--- src/rtl/core/dvlbv_pkg.sv ---
// Shared types, constants and fixed-point helpers for the DVL body-velocity block.
package dvlbv_pkg;

	// Fixed-point formats and datapath widths.
	localparam int FRAC_BITS = 16;
	localparam int DATA_W    = 32;
	localparam int TIME_W    = 48;
	localparam int QUAT_W    = 16;
	localparam int MUL_W     = 34;
	localparam int PROD_W    = 2 * MUL_W;
	localparam int ACC_W     = 66;
	localparam int NUM_W     = 53;
	localparam int QUO_W     = 32;
	localparam int RQ_W      = 27;
	localparam int R28_W     = 35;
	localparam int ROT_FRAC  = 20;
	localparam int ROT_PRE   = 8;
	localparam int CFG_AW    = 6;
	localparam int CFG_DW    = 64;

	localparam logic signed [MUL_W-1:0] VEL_SCALE = MUL_W'(1000000);
	localparam logic signed [DATA_W-1:0] S32_MAX  = 32'sh7fff_ffff;
	localparam logic signed [DATA_W-1:0] S32_MIN  = 32'sh8000_0000;

	// Configuration register map, one 64-bit slot per register.
	typedef enum logic [2:0] {
		REG_DECIMATION,
		REG_MAX_DEPTH,
		REG_MAX_LOCK,
		REG_LEVER_X,
		REG_LEVER_Y,
		REG_LEVER_Z,
		REG_MOUNT_QUAT
	} reg_idx_t;

	// Sequencer states.
	typedef enum logic [3:0] {
		ST_IDLE,
		ST_VMUL,
		ST_VDIV,
		ST_QPROD,
		ST_ROT,
		ST_RFIN,
		ST_ARM,
		ST_AFIN,
		ST_ASUM,
		ST_FIN
	} state_t;

	// Which quaternion the rotation phase is working on.
	typedef enum logic {
		SRC_ATT,
		SRC_MOUNT
	} src_t;

	// Divider status towards the sequencer.
	typedef struct packed {
		logic done;
		logic ovf;
	} div_sts_t;

	// Quaternion component products, in the order they are formed.
	localparam int QP_XX = 0;
	localparam int QP_YY = 1;
	localparam int QP_ZZ = 2;
	localparam int QP_XY = 3;
	localparam int QP_XZ = 4;
	localparam int QP_YZ = 5;
	localparam int QP_WX = 6;
	localparam int QP_WY = 7;
	localparam int QP_WZ = 8;
	localparam int QP_N  = 9;

	// Component selects (w=0, x=1, y=2, z=3) for each product.
	localparam logic [1:0] QP_A [QP_N] = '{2'd1, 2'd2, 2'd3, 2'd1, 2'd1, 2'd2, 2'd0, 2'd0, 2'd0};
	localparam logic [1:0] QP_B [QP_N] = '{2'd1, 2'd2, 2'd3, 2'd2, 2'd3, 2'd3, 2'd1, 2'd2, 2'd3};

	// Lever-arm cross product terms: rate (p,q,r) times lever (x,y,z).
	localparam logic [1:0] ARM_RATE  [6] = '{2'd1, 2'd2, 2'd2, 2'd0, 2'd0, 2'd1};
	localparam logic [1:0] ARM_LEVER [6] = '{2'd2, 2'd1, 2'd0, 2'd2, 2'd1, 2'd0};

	// Saturate a wide signed value to 32 bits.
	function automatic logic signed [DATA_W-1:0] sat32(input logic signed [ACC_W-1:0] x);
		logic signed [DATA_W-1:0] r;
		if (x[ACC_W-1:DATA_W-1] == {(ACC_W-DATA_W+1){x[DATA_W-1]}}) begin
			r = x[DATA_W-1:0];
		end else begin
			r = x[ACC_W-1] ? S32_MIN : S32_MAX;
		end
		return r;
	endfunction

	// Round half up and shift right arithmetically by k bits.
	function automatic logic signed [ACC_W-1:0] rnd_shift(input logic signed [ACC_W-1:0] x,
			input int k);
		logic signed [ACC_W-1:0] t;
		t = x + (ACC_W'(1) <<< (k - 1));
		return t >>> k;
	endfunction

endpackage

--- src/rtl/core/dvlbv_div.sv ---
// Bit-serial restoring divider for the velocity quotient, one quotient bit per cycle.
module dvlbv_div import dvlbv_pkg::*; (
	input  logic               clk,
	input  logic               arst_n,
	input  logic               start,
	input  logic [NUM_W-1:0]   num,
	input  logic [TIME_W-1:0]  den,
	output logic [QUO_W-1:0]   quo,
	output div_sts_t           sts
);

	localparam int CNT_W = $clog2(QUO_W + 1);

	logic                busy_q;
	logic [CNT_W-1:0]    cnt_q;
	logic                done_q;
	logic                ovf_q;
	logic [TIME_W-1:0]   rem_q;
	logic [QUO_W-1:0]    lo_q;
	logic [NUM_W-QUO_W-1:0] hi;
	logic                ovf_start;
	logic [TIME_W:0]     trial;
	logic [TIME_W:0]     diff;
	logic                ge;

	// The quotient overflows 32 bits exactly when the upper numerator part reaches the divisor.
	assign hi        = num[NUM_W-1:QUO_W];
	assign ovf_start = TIME_W'(hi) >= den;

	// One restoring step.
	assign trial = {rem_q, lo_q[QUO_W-1]};
	assign diff  = trial - {1'b0, den};
	assign ge    = trial >= {1'b0, den};

	// Step counter and status.
	always_ff @(posedge clk or negedge arst_n) begin
		if (!arst_n) begin
			busy_q <= 1'b0;
			cnt_q  <= '0;
			done_q <= 1'b0;
			ovf_q  <= 1'b0;
		end else begin
			done_q <= 1'b0;
			if (start) begin
				if (ovf_start) begin
					done_q <= 1'b1;
					ovf_q  <= 1'b1;
				end else begin
					busy_q <= 1'b1;
					cnt_q  <= CNT_W'(QUO_W);
					ovf_q  <= 1'b0;
				end
			end else if (busy_q) begin
				cnt_q <= cnt_q - CNT_W'(1);
				if (cnt_q == CNT_W'(1)) begin
					busy_q <= 1'b0;
					done_q <= 1'b1;
				end
			end
		end
	end

	// Partial remainder and quotient shift register.
	always_ff @(posedge clk) begin
		if (start) begin
			rem_q <= TIME_W'(hi);
			lo_q  <= num[QUO_W-1:0];
		end else if (busy_q) begin
			rem_q <= ge ? diff[TIME_W-1:0] : trial[TIME_W-1:0];
			lo_q  <= {lo_q[QUO_W-2:0], ge};
		end
	end

	assign quo      = lo_q;
	assign sts.done = done_q;
	assign sts.ovf  = ovf_q;

endmodule

--- config.mk ---
export PLATFORM = sky130hd
export DESIGN_NAME = dvlbv_div
export DESIGN_NICKNAME = d
export VERILOG_FILES = /design/src/rtl/core/dvlbv_pkg.sv /design/src/rtl/core/dvlbv_div.sv
export SDC_FILE = /design/constraint.sdc
export NUM_CORES = 1
export LEC_CHECK = 0
export ABC_AREA = 1
export BUFFER_PORTS_ARGS = -buffer_cell sky130_fd_sc_hd__buf_2
export CORE_MARGIN = 3
export CORE_UTILIZATION = 54
export CTS_CLUSTER_SIZE = 8
export DETAILED_ROUTE_END_ITERATION = 6
export HOLD_SLACK_MARGIN = 0.1
export MAX_ROUTING_LAYER = met4
export PLACE_DENSITY_LB_ADDON = 0.08
export SYNTH_ARGS = -nofsm -noshare
export SYNTH_HDL_FRONTEND = slang
export SYNTH_SLANG_ARGS = --single-unit
--- constraint.sdc ---
create_clock -name clk -period 2.2 [get_ports clk]
set_clock_uncertainty 0.05 [all_clocks]
set_input_delay 0.55 -clock clk [delete_from_list [all_inputs] [get_ports clk]]
set_output_delay 0.55 -clock clk [all_outputs]
set_load 0.02 [all_outputs]
== After elaboration in Yosys (flattened, before gate mapping) ==
Index checks and enable logic that the tools add are counted.
W data, S select, Z words.

* $add $sub $neg: 2
* $lt $le $gt $ge: 2
* Equality and inequality tests: 2
* Multiplexer cells: 16
* Reductions and logical operators: 2

{| class="wikitable"
|+ Operators with widths
! kind !! number
|-
| $mux W32 || 2
|-
| $ge A49 B48 Y1 || 1
|-
| $ge A21 B48 Y1 || 1
|-
| $mux W48 || 1
|-
| $sub A48 B48 Y48 || 1
|-
| $mux W21 || 2
|-
| $mux W6 || 3
|-
| $mux W1 || 8
|-
| $eq A6 B1 Y1 const B || 1
|-
| $sub A6 B1 Y6 const B || 1
|-
| $ne A2 B2 Y1 const B || 1
|-
| $reduce_and A2 Y1 || 1
|-
| $reduce_bool A2 Y1 || 1
|}

* Flip-flop bits (word level): 89
* Input bits: 104
* Output and inout port bits: 34
* Logic and storage cells: 31

== Depth between registers and ports, before layout ==
* Depth after elaboration: 4
* Depth in mapped cells: 17
* Gate-level depth less buffers: 17

== Worst setup path after synthesis ==
No wires, ideal clock.

* Path type: input port to flip-flop
* Start: input port start
* End: register cnt_q[2]
* Library setup time: 0.123 ns
* Arrival time: 2.573 ns
* Required time: 2.027 ns
* Path slack: -0.546 ns
* Stages on the path: 6
* Buffers on the path: 1
* Cell sequence: clkbuf_1 > nor2_1 > inv_1 > nand2_1 > nand2_1 > nand2_1

* Word-level cells in the longest chain between the ends: 2
* Elaborated cells between the ends (all ways): 4

{| class="wikitable"
|+ RTL lines
! item !! line !! RTL
|-
| from (decl) || dvlbv_div.sv:5 || <nowiki>input logic start,</nowiki>
|-
| $ne A2 B2 Y1 (no source line) / $reduce_bool A2 Y1 (equally long branches) || n/a ||
|-
| $reduce_and A2 Y1 (no source line) || n/a ||
|-
| to (signal assigned) || dvlbv_div.sv:50 || <nowiki>cnt_q <= CNT_W'(QUO_W);</nowiki>
|-
| to (signal assigned) || dvlbv_div.sv:54 || <nowiki>cnt_q <= cnt_q - CNT_W'(1);</nowiki>
|-
| to (decl) || dvlbv_div.sv:15 || <nowiki>logic [CNT_W-1:0] cnt_q;</nowiki>
|}

Parallel ways exist; a longest one is shown, timed or not.
A chain may end at the register's enable or synchronous reset.

== Worst setup path after layout ==
* Start: register rem_q[7]
* End: register rem_q[19], data pin

* Word-level cells in the longest chain between the ends: 4
* Elaborated cells between the ends (all ways): 5

{| class="wikitable"
|+ RTL lines
! item !! line !! RTL
|-
| from (decl) || dvlbv_div.sv:18 || <nowiki>logic [TIME_W-1:0] rem_q;</nowiki>
|-
| from (signal assigned) || dvlbv_div.sv:66 || <nowiki>rem_q <= TIME_W'(hi);</nowiki>
|-
| from (signal assigned) || dvlbv_div.sv:69 || <nowiki>rem_q <= ge ? diff[TIME_W-1:0] : trial[TIME_W-1:0];</nowiki>
|-
| $sub A48 B48 Y48 / $ge A49 B48 Y1 (equally long branches) || dvlbv_div.sv:32, dvlbv_div.sv:33 ||
|-
| $mux W48 * || dvlbv_div.sv:69 ||
|-
| $mux W21 * || dvlbv_div.sv:68 || <nowiki>end else if (busy_q) begin</nowiki>
|-
| $mux W21 * || dvlbv_div.sv:65 || <nowiki>if (start) begin</nowiki>
|}

Every way passes the cells marked *; elsewhere a longest branch is shown, timed or not. The select of a mux whose other input is x is not followed.

==> impl_metrics.env <==
export IMPL_dpl_worst_slack_ns=-0.441
export IMPL_antenna_found_initial=0
export IMPL_first_global_vias=11900
export IMPL_synthFlopType="sky130_fd_sc_hd__edfxtp_1"
export IMPL_cap_viol_max_count=0
export IMPL_cts_sink_count=89
export IMPL_area_overhead_vs_synth_pct=57.9
export IMPL_count_of_final_max_slew_check_failures=0
export IMPL_yosysWarnings=0
export IMPL_drt_drc_violations_left=1
export IMPL_post_synthesis_net_count=1799
export IMPL_synth_area_um2=9410
export IMPL_synth_fa_ha_area_frac=0.0965
export IMPL_share_of_the_yosys_chip_area_belonging_to_registers=0.250
export IMPL_final_setup_tns_ns=-16.29
export IMPL_die_height_um=138
export IMPL_cts_buffer_depth=2
export IMPL_clk_pin_slew_ns=0.08
export IMPL_worst_path_max_fanout=4
export IMPL_synth_area_per_cell_um2=5.80
export IMPL_cts_buffers=9
export IMPL_share_of_the_synthesized_area_in_compound_gates_ao_oa_aoi_oai=0.0249
export IMPL_run_status="complete, but fails checks"
export IMPL_layout_worst_path_cycle_share=1.22
export IMPL_crit_path_end_kind="register"
export IMPL_cellPowerDensity_nw_per_um2=1220
export IMPL_drt_wirelength_per_cell_um=19.3
export IMPL_via_count=12900
export IMPL_violations_in_the_final_reports="DRC, setup timing"
export IMPL_initial_utilization=0.560
export IMPL_cp_start_kind="register"
export IMPL_clk_insertion_delay_late_ns=0.37
export IMPL_rows=47
export IMPL_core_area_um2=16800
export IMPL_yosys_register_bits=89
export IMPL_cts_tree="yes"
export IMPL_die_width_um=138
export IMPL_wirelength_um=43300
export IMPL_max_transition_margin=0.605
export IMPL_setup_viol_count_final=49
export IMPL_dp_hpwl_um=27000
export IMPL_insertedDiodeCount=0
export IMPL_layoutNonFillerInstCount=2242
export IMPL_slowest_stage="sky130_fd_sc_hd__edfxtp_1"
export IMPL_grt_start_max_net_pins=54
export IMPL_vdd_drop_max_uv=613
export IMPL_final_layout_size_suffix_gt1_frac=0.394
export IMPL_synth_lib_cells_used_distinct=37
export IMPL_p_leak_nw=8.34
export IMPL_synthCells=1623
export IMPL_post_synth_simple_gate_area=0.446
export IMPL_hold_viol_final=0
export IMPL_detail_route_first_pass_iterations=7
export IMPL_finalWorstPathRequiredPeriod_ns=2.68
export IMPL_hp_class="in -> reg"
export IMPL_worstPathArrival_ns=2.75
export IMPL_fmax_ghz=0.373
export IMPL_synth_top_family_by_area="simple AND/OR/NAND/NOR gates"
export IMPL_xor_xnor_portion_of_the_synthesized_cell_area=0.0260
export IMPL_routability_congestion_estimate_from_global_placement=1.05
export IMPL_ctsRootBufferMaster="sky130_fd_sc_hd__clkbuf_16"
export IMPL_startpoint_to_endpoint_class_of_the_critical_path="reg -> reg"
export IMPL_slowest_delay_ns=0.46
export IMPL_synth_enable_flop_cells=53
export IMPL_grt_setup_unrepaired="true"
export IMPL_number_of_cells_after_detailed_placement=2182
export IMPL_nNetsFinal=2193
export IMPL_globalRoute_totalOverflow=0
export IMPL_route_antenna_remaining_nets=0
export IMPL_grt_pass1_wl_um=58100
export IMPL_critical_path_required_ns=2.27
export IMPL_numPortBuffers=137
export IMPL_tightest_slew_ns=0.592
export IMPL_design_portCount=138
export IMPL_synth_mux_area_fraction=0
export IMPL_routed_via_density=5.76
export IMPL_die_footprint_um2=19100
export IMPL_timing_critical_path_cells="ha_4, nand2_2, nand2_2, buf_4, buf_4, nand2_1, nand2_2, inv_1, nand2_1, nand2_1, nand3_4, xnor2_2, nand2_2, nand3_2, nand2_1"
export IMPL_first_iter_violations=1558
export IMPL_async_reset_ff_frac=0.101
export IMPL_fin_ws_ns=-0.481
export IMPL_ctsHtreeMaxLevel=3
export IMPL_grt_util_all_layers=0.381
[cell usage in the layout (no fill, tap or decap), types with 8 or more instances in the layout]
master	netlist	layout
sky130_fd_sc_hd__inv_2	16	46
sky130_fd_sc_hd__nor2_1	107	77
sky130_fd_sc_hd__nand2_2	1	77
sky130_fd_sc_hd__clkbuf_16	0	14
sky130_fd_sc_hd__dfxtp_1	27	18
sky130_fd_sc_hd__inv_1	323	278
sky130_fd_sc_hd__nand3_1	106	48
sky130_fd_sc_hd__ha_1	71	25
sky130_fd_sc_hd__dfxtp_2	0	8
sky130_fd_sc_hd__buf_4	3	255
sky130_fd_sc_hd__nor2_4	0	15
sky130_fd_sc_hd__xnor2_1	24	18
sky130_fd_sc_hd__nand4_1	67	67
sky130_fd_sc_hd__nand3_2	3	56
sky130_fd_sc_hd__ha_4	0	46
sky130_fd_sc_hd__nor2_2	4	19
sky130_fd_sc_hd__nand2_1	702	572
sky130_fd_sc_hd__buf_2	12	137
sky130_fd_sc_hd__inv_4	0	9
sky130_fd_sc_hd__a21oi_1	33	30
sky130_fd_sc_hd__buf_12	0	13
sky130_fd_sc_hd__dfrtp_1	9	9
sky130_fd_sc_hd__nand2_4	0	54
sky130_fd_sc_hd__edfxtp_1	53	53
[logic make-up (layout without fill, tap and decap cells)]
| group | count (synthesis) | in the layout |
|---|---|---|
| fa+ha+maj | 72 | 72 |
| buf+inv | 379 | 778 |
| xor+xnor | 28 | 28 |
| simple gates | 1012 | 1012 |
| flops | 89 | 89 |
| compound gates | 43 | 43 |
[state kept, by name, summed over array words and instances (netlist names)]
signal  flops
busy_q      1
cnt_q       6
done_q      1
ovf_q       1
quo        32
rem_q      48
[report_power, final]
part	switching (mW)	total, mW	internal (mW)	leakage (nW)
clock network	0.801	1.82	1.02	0.160
registers	0.508	2.81	2.30	0.915
logic	7.50	13.5	6.04	7.26
[layer usage]
| metal | part of all wire | wire, um | GRT usage |
|---|---|---|---|
| met4 | 0.069 | 2990 | 0.148 |
| met5 | 0 | 0 | - |
| met3 | 0.12 | 5180 | 0.0756 |
| met2 | 0.45 | 19600 | 0.621 |
| met1 | 0.36 | 15500 | 0.468 |
[worst paths after layout]
path / start / end / slack (ns) / cells past startpoint
min in group asynchronous: arst_n / cnt_q[5] / 0.52 / 2
hold / removal: num[9] / quo[9] / 0.40 / 3
setup / recovery: rem_q[7] / rem_q[19] / -0.48 / 15
max in group asynchronous: arst_n / cnt_q[1] / 1.40 / 2
hold reg to reg: ovf_q / ovf_q / 0.43 / 1
setup reg to reg: rem_q[7] / rem_q[19] / -0.48 / 15
[synth_stat cells (3+ instances only)]
cell                       number  area (um^2)
sky130_fd_sc_hd__nor3_1         7         35.0
sky130_fd_sc_hd__nor2_2         4         25.0
sky130_fd_sc_hd__buf_6          3         33.8
sky130_fd_sc_hd__xor2_1         4         35.0
sky130_fd_sc_hd__a21oi_1       33          165
sky130_fd_sc_hd__o21ai_0        3         15.0
sky130_fd_sc_hd__nand2_1      702         2640
sky130_fd_sc_hd__dfxtp_1       27          541
sky130_fd_sc_hd__xnor2_1       24          210
sky130_fd_sc_hd__nand3_2        3         30.0
sky130_fd_sc_hd__clkbuf_1      20         75.1
sky130_fd_sc_hd__buf_4          3         22.5
sky130_fd_sc_hd__inv_1        323         1210
sky130_fd_sc_hd__nand3_1      106          531
sky130_fd_sc_hd__edfxtp_1      53         1590
sky130_fd_sc_hd__inv_2         16         60.1
sky130_fd_sc_hd__dfrtp_1        9          225
sky130_fd_sc_hd__o21bai_1       3         22.5
sky130_fd_sc_hd__nand3b_1       5         37.5
sky130_fd_sc_hd__nand4_1       67          419
sky130_fd_sc_hd__nor2_1       107          402
sky130_fd_sc_hd__buf_2         12         60.1
sky130_fd_sc_hd__ha_1          71          888
[worst max-delay path, delay by kind of cell (launching register included)]
family        cells  cell delay, ns
fa+ha+maj         1            0.32
simple gates     10            1.00
xor+xnor          1            0.22
buf+inv           3            0.36
flops             1            0.46
[what timing repair did]
action,4_1_cts,5_1_grt
pin swaps,24,70
hold buffers,1,0
endpoints found under the hold margin,9,0
buffers inserted,16,19
cloned,5,5
endpoints found under the setup margin,49,56
gates resized for setup,98,175
[metrics by stage]
stage / util / cell area (um^2) / power, mW / hold WS [ns]
floorplan: - / 10300 / 8.48 / 0.204
global placement: 0.770 / 13000 / 11.9 / 0.360
detailed placement: 0.770 / 13000 / 12.2 / 0.359
CTS: 0.828 / 13900 / 15.4 / 0.408
global route: 0.884 / 14900 / 18.9 / 0.413
finish: 0.884 / 14900 / 18.2 / 0.404
[area by class of cell]
cell class	instances	area, um^2
clock inverter	6	97.6
multi-input combinational	1155	7330
sequential	89	2370
timing repair buffer	422	3220
clock buffer	10	229
fill	859	1960
tap	220	275
inverter	340	1340
No activity file was read; power rests on OpenSTA's default activity.
